[config.mk]
export PLATFORM = sky130hd
export DESIGN_NAME = tick_timebase_key_motor_core
export DESIGN_NICKNAME = d
export VERILOG_FILES = /design/src/rtl/tkm_pkg.sv /design/src/rtl/tkm_in_stage.sv /design/src/rtl/tkm_tick_unit.sv /design/src/rtl/tkm_out_stage.sv /design/src/rtl/tick_timebase_key_motor_core.sv
export VERILOG_INCLUDE_DIRS = /design/src /design/src/rtl
export SDC_FILE = /design/constraint.sdc
export NUM_CORES = 1
export LEC_CHECK = 0
export BUFFER_PORTS_ARGS = -buffer_cell sky130_fd_sc_hd__buf_2
export CAP_MARGIN = 40
export CELL_PAD_IN_SITES_DETAIL_PLACEMENT = 0
export CELL_PAD_IN_SITES_GLOBAL_PLACEMENT = 1
export CORE_ASPECT_RATIO = 1.1
export CORE_MARGIN = 2
export CORE_UTILIZATION = 40
export DETAILED_ROUTE_END_ITERATION = 16
export PLACE_DENSITY = 0.71
export SYNTH_ARGS = -nofsm -noshare
export SYNTH_HDL_FRONTEND = slang
export SYNTH_HIERARCHICAL = 1
export SYNTH_SLANG_ARGS = --single-unit
[constraint.sdc]
create_clock -name clk -period 4.6 [get_ports clk]
set_input_delay 0.23 -clock clk [delete_from_list [all_inputs] [get_ports clk]]
set_output_delay 0.23 -clock clk [all_outputs]
set_load 0.1 [all_outputs]
[src/rtl/assert_macros.svh]
// Assertion macros shared by the RTL; they expand to nothing when SYNTH is set.
`ifndef ASSERT_MACROS_SVH
`define ASSERT_MACROS_SVH

`ifndef SYNTH

// The condition must hold at every clock edge once out of reset.
`define ASSERT_ALWAYS(lbl, cond) \
    lbl: assert property (@(posedge clk) disable iff (!rst_n) (cond)) \
        else $error("assertion failed");

// Whenever ante holds, cons must hold in the same cycle.
`define ASSERT_IMPLIES(lbl, ante, cons) \
    lbl: assert property (@(posedge clk) disable iff (!rst_n) (ante) |-> (cons)) \
        else $error("assertion failed");

`else

`define ASSERT_ALWAYS(lbl, cond)
`define ASSERT_IMPLIES(lbl, ante, cons)

`endif

`endif

[src/rtl/tkm_pkg.sv]
// Package: constants, codes and structs for the tick timebase / key / motor core.
package tkm_pkg;

    localparam int BASE_WRAP      = 100000;
    localparam int SECOND_DIVIDER = 100;
    localparam int INPUT_WRAP     = 3000;

    localparam int KIND_W   = 2;
    localparam int KEY_W    = 16;
    localparam int MOTOR_W  = 16;
    localparam int TIME_W   = 12;
    localparam int CFG_IDX_W  = 1;
    localparam int CFG_DATA_W = 16;

    localparam int BASE_W = $clog2(BASE_WRAP + 1);
    localparam int SEC_W  = (SECOND_DIVIDER > 1) ? $clog2(SECOND_DIVIDER) : 1;
    localparam int IN_CNT_W = ($clog2(INPUT_WRAP + 1) > TIME_W) ?
                              $clog2(INPUT_WRAP + 1) : TIME_W;

    localparam logic [KIND_W-1:0] KIND_TICK  = 2'd0;
    localparam logic [KIND_W-1:0] KIND_START = 2'd1;
    localparam logic [KIND_W-1:0] KIND_STOP  = 2'd2;
    localparam logic [KIND_W-1:0] KIND_READ  = 2'd3;

    localparam logic [CFG_IDX_W-1:0] CFG_KEY_VALID   = 1'd0;
    localparam logic [CFG_IDX_W-1:0] CFG_MOTOR_PULSE = 1'd1;

    localparam logic [KEY_W-1:0] KEY_VALID_RESET   = 16'd5;
    localparam logic [MOTOR_W-1:0] MOTOR_PULSE_RESET = 16'd10;
    localparam logic [KEY_W-1:0] KEY_HOLD_MAX      = '1;

    typedef struct packed {
        logic [KIND_W-1:0] kind;
        logic              key_level;
    } item_t;

    typedef struct packed {
        logic              second_pulse;
        logic              key_event;
        logic              motor_drive;
        logic [TIME_W-1:0] input_time_value;
    } result_t;

    typedef struct packed {
        logic [BASE_W-1:0]   base_count;
        logic [SEC_W-1:0]    sec_residue;
        logic [IN_CNT_W-1:0] input_count;
    } status_t;

endpackage

[src/rtl/tkm_in_stage.sv]
// Input register: holds one accepted transaction until the update stage takes it.
module tkm_in_stage (
    input  logic                     clk,
    input  logic                     rst_n,
    input  logic                     in_valid,
    output logic                     in_ready,
    input  logic [tkm_pkg::KIND_W-1:0] kind,
    input  logic                     key_level,
    input  logic                     advance,
    output logic                     stage_valid,
    output tkm_pkg::item_t           stage_item
);

    logic           valid_reg;
    logic           valid_next;
    tkm_pkg::item_t item_reg;

    assign in_ready    = !valid_reg || advance;
    assign stage_valid = valid_reg;
    assign stage_item  = item_reg;

    always_comb
    begin
        valid_next = valid_reg;
        if (in_valid && in_ready)
        begin
            valid_next = 1'b1;
        end
        else if (advance)
        begin
            valid_next = 1'b0;
        end
    end

    always_ff @(posedge clk or negedge rst_n)
    begin
        if (!rst_n)
        begin
            valid_reg <= 1'b0;
        end
        else
        begin
            valid_reg <= valid_next;
        end
    end

    // Payload needs no reset: load on accept only.
    always_ff @(posedge clk)
    begin
        if (in_valid && in_ready)
        begin
            item_reg.kind      <= kind;
            item_reg.key_level <= key_level;
        end
    end

endmodule

[src/rtl/tkm_tick_unit.sv]
// Update logic: configuration, counters and key/motor state, one item per step.
module tkm_tick_unit (
    input  logic                           clk,
    input  logic                           rst_n,
    input  logic                           cfg_we,
    input  logic [tkm_pkg::CFG_IDX_W-1:0]  cfg_index,
    input  logic [tkm_pkg::CFG_DATA_W-1:0] cfg_wdata,
    input  logic                           step,
    input  tkm_pkg::item_t                 item,
    output tkm_pkg::result_t               result,
    output tkm_pkg::status_t               status
);

    logic [tkm_pkg::KEY_W-1:0]    key_valid_reg;
    logic [tkm_pkg::MOTOR_W-1:0]  motor_pulse_reg;

    logic [tkm_pkg::BASE_W-1:0]   base_count_reg,  base_count_next;
    logic [tkm_pkg::SEC_W-1:0]    sec_residue_reg, sec_residue_next;
    logic                         input_running_reg, input_running_next;
    logic [tkm_pkg::IN_CNT_W-1:0] input_count_reg, input_count_next;
    logic [tkm_pkg::MOTOR_W-1:0]  motor_count_reg, motor_count_next;
    logic                         motor_level_reg, motor_level_next;
    logic [tkm_pkg::KEY_W-1:0]    key_hold_reg,    key_hold_next;
    logic                         key_event;

    always_comb
    begin
        base_count_next    = base_count_reg;
        sec_residue_next   = sec_residue_reg;
        input_running_next = input_running_reg;
        input_count_next   = input_count_reg;
        motor_count_next   = motor_count_reg;
        motor_level_next   = motor_level_reg;
        key_hold_next      = key_hold_reg;
        key_event          = 1'b0;

        case (item.kind)
            tkm_pkg::KIND_TICK:
            begin
                // Residue tracks base_count modulo the second divider.
                if (base_count_reg < tkm_pkg::BASE_W'(tkm_pkg::BASE_WRAP))
                begin
                    base_count_next = base_count_reg + 1'b1;
                    if (sec_residue_reg == tkm_pkg::SEC_W'(tkm_pkg::SECOND_DIVIDER - 1))
                    begin
                        sec_residue_next = '0;
                    end
                    else
                    begin
                        sec_residue_next = sec_residue_reg + 1'b1;
                    end
                end
                else
                begin
                    base_count_next  = '0;
                    sec_residue_next = '0;
                end

                if (input_running_reg)
                begin
                    if (input_count_reg < tkm_pkg::IN_CNT_W'(tkm_pkg::INPUT_WRAP))
                    begin
                        input_count_next = input_count_reg + 1'b1;
                    end
                    else
                    begin
                        input_count_next = '0;
                    end
                end

                if (motor_count_reg != '0)
                begin
                    motor_count_next = motor_count_reg - 1'b1;
                    motor_level_next = (motor_count_reg != tkm_pkg::MOTOR_W'(1));
                end

                if (!item.key_level)
                begin
                    if (key_hold_reg != tkm_pkg::KEY_HOLD_MAX)
                    begin
                        key_hold_next = key_hold_reg + 1'b1;
                    end
                end
                else
                begin
                    // Release: long enough hold loads a fresh motor pulse.
                    if (key_hold_reg > key_valid_reg)
                    begin
                        key_event        = 1'b1;
                        motor_count_next = motor_pulse_reg;
                    end
                    key_hold_next = '0;
                end
            end
            tkm_pkg::KIND_START:
            begin
                input_running_next = 1'b1;
                input_count_next   = '0;
            end
            tkm_pkg::KIND_STOP:
            begin
                input_running_next = 1'b0;
                input_count_next   = '0;
            end
            default:
            begin
                // Read: no state change.
            end
        endcase
    end

    assign result.second_pulse     = (item.kind == tkm_pkg::KIND_TICK) &&
                                     (sec_residue_next == '0);
    assign result.key_event        = key_event;
    assign result.motor_drive      = motor_level_next;
    assign result.input_time_value = input_count_next[tkm_pkg::TIME_W-1:0];

    assign status.base_count  = base_count_reg;
    assign status.sec_residue = sec_residue_reg;
    assign status.input_count = input_count_reg;

    always_ff @(posedge clk or negedge rst_n)
    begin
        if (!rst_n)
        begin
            key_valid_reg   <= tkm_pkg::KEY_VALID_RESET;
            motor_pulse_reg <= tkm_pkg::MOTOR_PULSE_RESET;
        end
        else if (cfg_we)
        begin
            unique case (cfg_index)
                tkm_pkg::CFG_KEY_VALID:   key_valid_reg   <= cfg_wdata;
                tkm_pkg::CFG_MOTOR_PULSE: motor_pulse_reg <= cfg_wdata;
                default:                  ;
            endcase
        end
    end

    always_ff @(posedge clk or negedge rst_n)
    begin
        if (!rst_n)
        begin
            base_count_reg    <= '0;
            sec_residue_reg   <= '0;
            input_running_reg <= 1'b0;
            input_count_reg   <= '0;
            motor_count_reg   <= '0;
            motor_level_reg   <= 1'b0;
            key_hold_reg      <= '0;
        end
        else if (step)
        begin
            base_count_reg    <= base_count_next;
            sec_residue_reg   <= sec_residue_next;
            input_running_reg <= input_running_next;
            input_count_reg   <= input_count_next;
            motor_count_reg   <= motor_count_next;
            motor_level_reg   <= motor_level_next;
            key_hold_reg      <= key_hold_next;
        end
    end

endmodule

[src/rtl/tkm_out_stage.sv]
// Result register: holds one result transaction until the consumer takes it.
module tkm_out_stage (
    input  logic             clk,
    input  logic             rst_n,
    input  logic             load_valid,
    input  tkm_pkg::result_t load_result,
    output logic             take,
    output logic             out_valid,
    input  logic             out_ready,
    output tkm_pkg::result_t out_result
);

    logic             valid_reg;
    tkm_pkg::result_t result_reg;

    // Take a new result when empty or when the held one leaves this cycle.
    assign take       = load_valid && (!valid_reg || out_ready);
    assign out_valid  = valid_reg;
    assign out_result = result_reg;

    always_ff @(posedge clk or negedge rst_n)
    begin
        if (!rst_n)
        begin
            valid_reg <= 1'b0;
        end
        else if (take)
        begin
            valid_reg <= 1'b1;
        end
        else if (out_ready)
        begin
            valid_reg <= 1'b0;
        end
    end

    always_ff @(posedge clk)
    begin
        if (take)
        begin
            result_reg <= load_result;
        end
    end

endmodule

[src/rtl/tick_timebase_key_motor_core.sv]
// Top level of the tick timebase, key-press detector and motor pulse core.
//
//  channel   direction  handshake             payload
//  in        sink       in_valid / in_ready   kind, key_level
//  out       source     out_valid / out_ready second_pulse, key_event, motor_drive,
//                                             input_time_value
//  cfg       sink       cfg_we (no wait)      cfg_index, cfg_wdata
//
// One transaction per cycle sustained while out_ready stays high; an accepted input
// passes through the input register, then the update logic into the result register.
// Non-config state updates in one update stage as an item leaves the input register.
// A stalled output holds its result; the input register still takes one more item.
// Asynchronous active-low reset clears both stage valids, all counters, and loads
// the configuration defaults (key_valid_ticks 5, motor_pulse_ticks 10).
`include "assert_macros.svh"

module tick_timebase_key_motor_core (
    input  logic                           clk,
    input  logic                           rst_n,
    input  logic                           in_valid,
    output logic                           in_ready,
    input  logic [tkm_pkg::KIND_W-1:0]     kind,
    input  logic                           key_level,
    output logic                           out_valid,
    input  logic                           out_ready,
    output logic                           second_pulse,
    output logic                           key_event,
    output logic                           motor_drive,
    output logic [tkm_pkg::TIME_W-1:0]     input_time_value,
    input  logic                           cfg_we,
    input  logic [tkm_pkg::CFG_IDX_W-1:0]  cfg_index,
    input  logic [tkm_pkg::CFG_DATA_W-1:0] cfg_wdata
);

    logic             stage_valid;
    logic             advance;
    tkm_pkg::item_t   stage_item;
    tkm_pkg::result_t step_result;
    tkm_pkg::result_t out_result;
    tkm_pkg::status_t status;

    // Input register: accept while empty or draining this cycle.
    tkm_in_stage u_in_stage (
        .clk         (clk),
        .rst_n       (rst_n),
        .in_valid    (in_valid),
        .in_ready    (in_ready),
        .kind        (kind),
        .key_level   (key_level),
        .advance     (advance),
        .stage_valid (stage_valid),
        .stage_item  (stage_item)
    );

    // Update logic: commit state exactly when the item moves to the result register.
    tkm_tick_unit u_tick_unit (
        .clk       (clk),
        .rst_n     (rst_n),
        .cfg_we    (cfg_we),
        .cfg_index (cfg_index),
        .cfg_wdata (cfg_wdata),
        .step      (advance),
        .item      (stage_item),
        .result    (step_result),
        .status    (status)
    );

    // Result register: decouple the consumer from the update stage.
    tkm_out_stage u_out_stage (
        .clk         (clk),
        .rst_n       (rst_n),
        .load_valid  (stage_valid),
        .load_result (step_result),
        .take        (advance),
        .out_valid   (out_valid),
        .out_ready   (out_ready),
        .out_result  (out_result)
    );

    assign second_pulse     = out_result.second_pulse;
    assign key_event        = out_result.key_event;
    assign motor_drive      = out_result.motor_drive;
    assign input_time_value = out_result.input_time_value;

    // Counters never pass their wrap points; residue is zero whenever the base is.
    `ASSERT_ALWAYS(a_base_in_range, status.base_count <= tkm_pkg::BASE_W'(tkm_pkg::BASE_WRAP))
    `ASSERT_ALWAYS(a_input_in_range, status.input_count <= tkm_pkg::IN_CNT_W'(tkm_pkg::INPUT_WRAP))
    `ASSERT_IMPLIES(a_residue_zero, status.base_count == '0, status.sec_residue == '0)
    // Input side stalls only with a full input register that cannot drain.
    `ASSERT_IMPLIES(a_stall_cause, !in_ready, stage_valid && out_valid && !out_ready)

endmodule
# Yosys cells after proc, flatten, opt, wreduce, memory -nomap -nowiden

Index checks and enable logic that the tools add are counted.

Register bits: 122
Input bits: 25
Output and inout port bits: 17
Word-level logic and storage cells: 72

Add/subtract/negate cells: 5
$lt $le $gt $ge: 3
Eq/ne operators: 5
Muxes and demuxes: 20
Bitwise gates (word level): 1
Reductions and logical operators: 21

Operator list:

| cell                                                    | count |
|---|---|
| two-way mux 16 bit                                      | 5 |
| two-way mux 12 bit                                      | 2 |
| case mux 12 bit (2 select lines)                        | 1 |
| two-way mux 7 bit                                       | 3 |
| adder 17 x 1 -> 17 bit (second input constant)          | 1 |
| < comparator 17 bit (second input constant)             | 1 |
| two-way mux 17 bit                                      | 1 |
| adder 16 x 1 -> 16 bit (second input constant)          | 1 |
| greater-than comparator 16 bit                          | 1 |
| inequality test 16 x 1 -> 1 bit (second input constant) | 1 |
| inequality test 16 bit (second input constant)          | 1 |
| nonzero test 16 bit                                     | 1 |
| subtractor 16 x 1 -> 16 bit (second input constant)     | 1 |
| adder 12 x 1 -> 12 bit (second input constant)          | 1 |
| < comparator 12 bit (second input constant)             | 1 |
| AND reduction 2 bit                                     | 5 |
| nonzero test 2 bit                                      | 4 |
| adder 7 x 1 -> 7 bit (second input constant)            | 1 |
| == test 7 bit (second input constant)                   | 1 |
| zero test 7 bit                                         | 1 |
| two-way mux 1 bit                                       | 7 |
| logical AND 1 bit                                       | 3 |
| AND reduction 3 bit                                     | 1 |
| == test 2 x 1 -> 1 bit (second input constant)          | 1 |
| 7 further kinds                                         | 9 |

# Logic depth before layout (Yosys ltp)

Word-level depth: 6
Depth in mapped cells: 10

# Hierarchy

The synthesis kept the hierarchy.

Modules (own cells, without submodules):

| module        | times used | cells each | area an instance (um^2) |
|---|---|---|---|
| tkm_tick_unit | 1          | 648        | 5,913.2 |
| tkm_out_stage | 1          | 19         | 494.2 |
| tkm_in_stage  | 1          | 7          | 143.9 |

# Least setup slack after synthesis

OpenSTA, ideal clock, no wires.

Path kind: reg2reg
Start point: register u_out_stage.valid_reg, in the netlist u_out_stage/out_valid
End point: register u_tick_unit/key_hold_reg[15] (netlist bit)
Library setup time: 0.120 ns
Data arrival time: 2.736 ns
Required time: 4.480 ns
Setup slack: 1.743 ns
Cell stages (with the launch flop): 10
Clock period less this slack: 2.857 ns
Path through: dfrtp_1 -> nand2b_1 -> and2_1 -> and2_1 -> clkbuf_1 -> nand3_1 -> a311oi_1 -> nand4_1 -> xor2_1 -> nor2_1

Cells in the longest elaborated chain, start to end: 4

RTL lines:

| item                                 | line                               | text |
|---|---|---|
| start: declaration                   | tkm_out_stage.sv:13                | `logic valid_reg;` |
| start signal: assignment             | tkm_out_stage.sv:25                | `valid_reg <= 1'b0;` |
| start signal: assignment             | tkm_out_stage.sv:29                | `valid_reg <= 1'b1;` |
| start signal: assignment             | tkm_out_stage.sv:33                | `valid_reg <= 1'b0;` |
| zero test 1 bit                      | tkm_out_stage.sv:17                | `assign take = load_valid && (!valid_reg \|\| out_ready);` |
| logical OR 1 bit                     | tkm_out_stage.sv:17                |  |
| logical AND 1 bit                    | tkm_out_stage.sv:17                |  |
| via advance                          | tick_timebase_key_motor_core.sv:36 | `logic advance;` |
| AND reduction 3 bit (no source line) | --                                 |  |
| end signal: assignment               | tkm_tick_unit.sv:159               | `key_hold_reg <= key_hold_next;` |
| end: declaration                     | tkm_tick_unit.sv:23                | `logic [tkm_pkg::KEY_W-1:0] key_hold_reg, key_hold_next;` |

The timed path passes the listed nets, and every way through them passes these cells.
A chain may end at the register's enable or synchronous reset.

# Worst setup path after layout

Start point: register u_tick_unit/key_hold_reg[7] (netlist bit)
End point: register u_tick_unit/motor_count_reg[0] (netlist bit)

Cells in the longest elaborated chain, start to end: 3

RTL lines:

| item                           | line                 | text |
|---|---|---|
| greater-than comparator 16 bit | tkm_tick_unit.sv:87  | `if (key_hold_reg > key_valid_reg)` |
| two-way mux 16 bit             | tkm_tick_unit.sv:87  |  |
| two-way mux 16 bit             | tkm_tick_unit.sv:77  | `if (!item.key_level)` |
| end signal: assignment         | tkm_tick_unit.sv:157 | `motor_count_reg <= motor_count_next;` |
| end: declaration               | tkm_tick_unit.sv:21  | `logic [tkm_pkg::MOTOR_W-1:0] motor_count_reg, motor_count_next;` |

Every way passes these cells.

==> results.json <==
{
  "status": "finished clean",
  "synth_cells": 674,
  "antenna_found_initial": 0,
  "cts_setup_buffers": 0,
  "cp-end-kind": "register",
  "vias": 5159,
  "post-route-cell-area_um2": 7478,
  "port_buffers": 41,
  "pin_count": 42,
  "die_w_um": 126.0,
  "cp_max_fo": 19,
  "grt_pass1_wl_um": 25740,
  "track_usage_pct": 18.25,
  "clkLatencyLatePin_ns": 0.41,
  "yosysTopAreaCell": "dfrtp_1",
  "critPathSlowestCell": "a31oi_2",
  "yosys_register_bits": 122,
  "min_path_type": "input port to register",
  "rsz0062_at_grt": "false",
  "synthArstFlopShare_pct": 85.25,
  "area_growth_pct": 14.15,
  "period_share_pct": 63.41,
  "synth_commonest_cells": "dfrtp_1 (100), nand2_1 (77), o21ai_0 (60), nor2_1 (46), a21oi_1 (31)",
  "synth_edf_count": 18,
  "synth.cell_area_um2": 6551,
  "power_leakage_nw": 3.287,
  "fmax_ghz": 0.3429,
  "core_area_um2": 16190,
  "period_needed_ns": 2.917,
  "rows": 49,
  "drtPass1Iterations": 5,
  "placed_area_um2": 6939,
  "drcViolationCount": 0,
  "finalSetupViolCount": 0,
  "drt_iter0_markers": 401,
  "antenna_cells": 0,
  "first_global_vias": 5078,
  "largest_reg_flops": 17,
  "grtUsageMet3_pct": 4.025,
  "worstPathCellList": "ha_1, nand2_1, or4_1, a21o_1, a31oi_2, o21ai_0, a22oi_1",
  "yosysSeqAreaShare_pct": 48.05,
  "power_density_nw_per_um2": 409.3,
  "clk_path_buf_depth": 2,
  "root_buffer": "clkbuf_16",
  "ir_worst_vdd_mv": 0.2967,
  "crit_arrival_ns": 3.25,
  "die-area_um2": 17420,
  "grt_overflow": 0,
  "worst_slew_pin_slew_ns": 0.8399,
  "viasPerCell": 5.565,
  "wire_per_inst_um": 16.31,
  "grt_max_degree": 61,
  "drv_slew": 0,
  "yosysMostFrequentCell": "dfrtp_1",
  "syn-num-nets": 725,
  "drt-total-wl_um": 15120,
  "cts_tree": "done",
  "critical_path.startpoint_type": "register",
  "critical_path_required_ns": 4.93,
  "ys_types": 66,
  "initial_utilization_pct": 40.48,
  "cts_inserted_buffers": 17,
  "fin_nets": 763,
  "slew_headroom_pct": 43.83,
  "finClkSkew_ns": 0.01091,
  "max-cap-violations": 0,
  "gp_congestion": 0.8234,
  "use_met1_pct": 25.10,
  "finalHoldViolCount": 0,
  "clk_pin_slew_worst_paths_ns": 0.06,
  "drive_above_1_share_pct": 15.49,
  "synth.top_cell.area_share_pct": 38.20,
  "synth.avg_cell_area_um2": 9.720,
  "synth_area_leaders": "dfrtp_1 (38%), edfxtp_1 (8.3%), ha_1 (5.0%), o21ai_0 (4.6%), nand2_1 (4.4%)",
  "grt_busiest_layer": "met2",
  "dp_hpwl_um": 10350,
  "tns_ns": 0,
  "cts_sinks": 122,
  "synth_ff_type": "dfrtp_1",
  "critPathMaxStageDelay_ns": 0.71,
  "grtUsageMet2_pct": 28.75,
  "fp.dieH_um": 138.2,
  "htree_levels": 4,
  "worstSetupPathType": "register to register",
  "yosysWarnings": 6,
  "ant_nets": 0,
  "cts_resized": 0
}
placed cells by master, fill, tap and decap left out, types with 7 or more instances in the layout:
master and count:
dfrtp_1 100, nand2_1 77, o21ai_0 60, nor2_1 46, buf_2 40, a21oi_1 31, inv_1 30, ha_1 26
mux2_2 24, nand3_1 23, and3_1 20, edfxtp_1 18, nand4_1 18, clkbuf_16 17, xor2_1 16, nor3_1 13
nand2b_1 11, mux2i_1 10, o31ai_1 8, clkbuf_1 7, buf_4 7
stage by stage:
step	hold WS (ns)	setup WS, ns	std cells	util, %	power [mW]
global route	0.04182	1.490	927	46.20	3.225
global placement	0.2794	1.777	892	42.78	1.907
detailed placement	0.2937	1.678	893	42.87	1.931
finish	0.03842	1.683	927	46.20	3.061
floorplan	-0.06559	1.743	674	-	1.764
CTS	0.02498	1.670	927	46.20	3.089
path summary, 6_finish.rpt:
| path | from | to | slack (ns) | depth (start not counted) |
|---|---|---|---|---|
| min | in_valid | u_in_stage/stage_valid | 0.04 | 2 |
| max reg2reg | u_tick_unit/key_hold_reg[7] | u_tick_unit/motor_count_reg[0] | 1.68 | 7 |
| max in group asynchronous | rst_n | u_tick_unit/motor_count_reg[5] | 3.03 | 3 |
| min in group asynchronous | rst_n | u_tick_unit/input_count_reg[6] | 0.37 | 2 |
| max | u_tick_unit/key_hold_reg[7] | u_tick_unit/motor_count_reg[0] | 1.68 | 7 |
| min reg2reg | u_tick_unit/motor_pulse_reg[15] | u_tick_unit/motor_pulse_reg[15] | 0.50 | 1 |
per-layer routing:
layer / share of wire (%) / wire length [um]
met2: 48 / 7193
met3: 3.9 / 596
met4: 1.5 / 220
met1: 47 / 7109
met5: 0 / 0
critical path, delay by kind of cell (launching register included):
| family | cells | cell delay, ns |
|---|---|---|
| AO/OA/AOI/OAI | 4 | 1.42 |
| AND/OR/NAND/NOR | 2 | 0.63 |
| flip-flops | 1 | 0.46 |
| adder cells (fa/ha/maj) | 1 | 0.33 |
layout make-up:
class / count / area [um^2]
repair buffers: 52 / 307.8
clock inverters: 4 / 20.02
multi-input cells: 489 / 3156
well taps: 204 / 255.2
inverters: 30 / 112.6
fillers: 1543 / 8707
clock buffers: 26 / 479.2
flip-flops and latches: 122 / 3148
power by group:
group | leakage [nW] | internal, mW | switching, mW | total (mW)
combinational | 1.57 | 0.194 | 0.365 | 0.560
clock | 0.248 | 0.705 | 0.439 | 1.14
sequential | 1.47 | 1.24 | 0.120 | 1.36
repair_timing:
action,in CTS,in global routing
hold endpoints to repair,45,0
hold buffers,4,0
endpoints found under the setup margin,0,0
kinds of logic (layout without fill, tap and decap cells):
family / count (synthesis) / count (layout) / share of synthesized area, %
buffers and inverters: 63 / 112 / 3.820
adders and majority gates: 26 / 26 / 4.966
muxes: 34 / 34 / 5.653
xor gates and xnor gates: 22 / 22 / 2.941
AOI/OAI and AO/OA: 156 / 156 / 14.97
DFF: 122 / 122 / 48.05
and+or+nand+nor: 251 / 251 / 19.60
No activity file was read; power rests on OpenSTA's default activity.
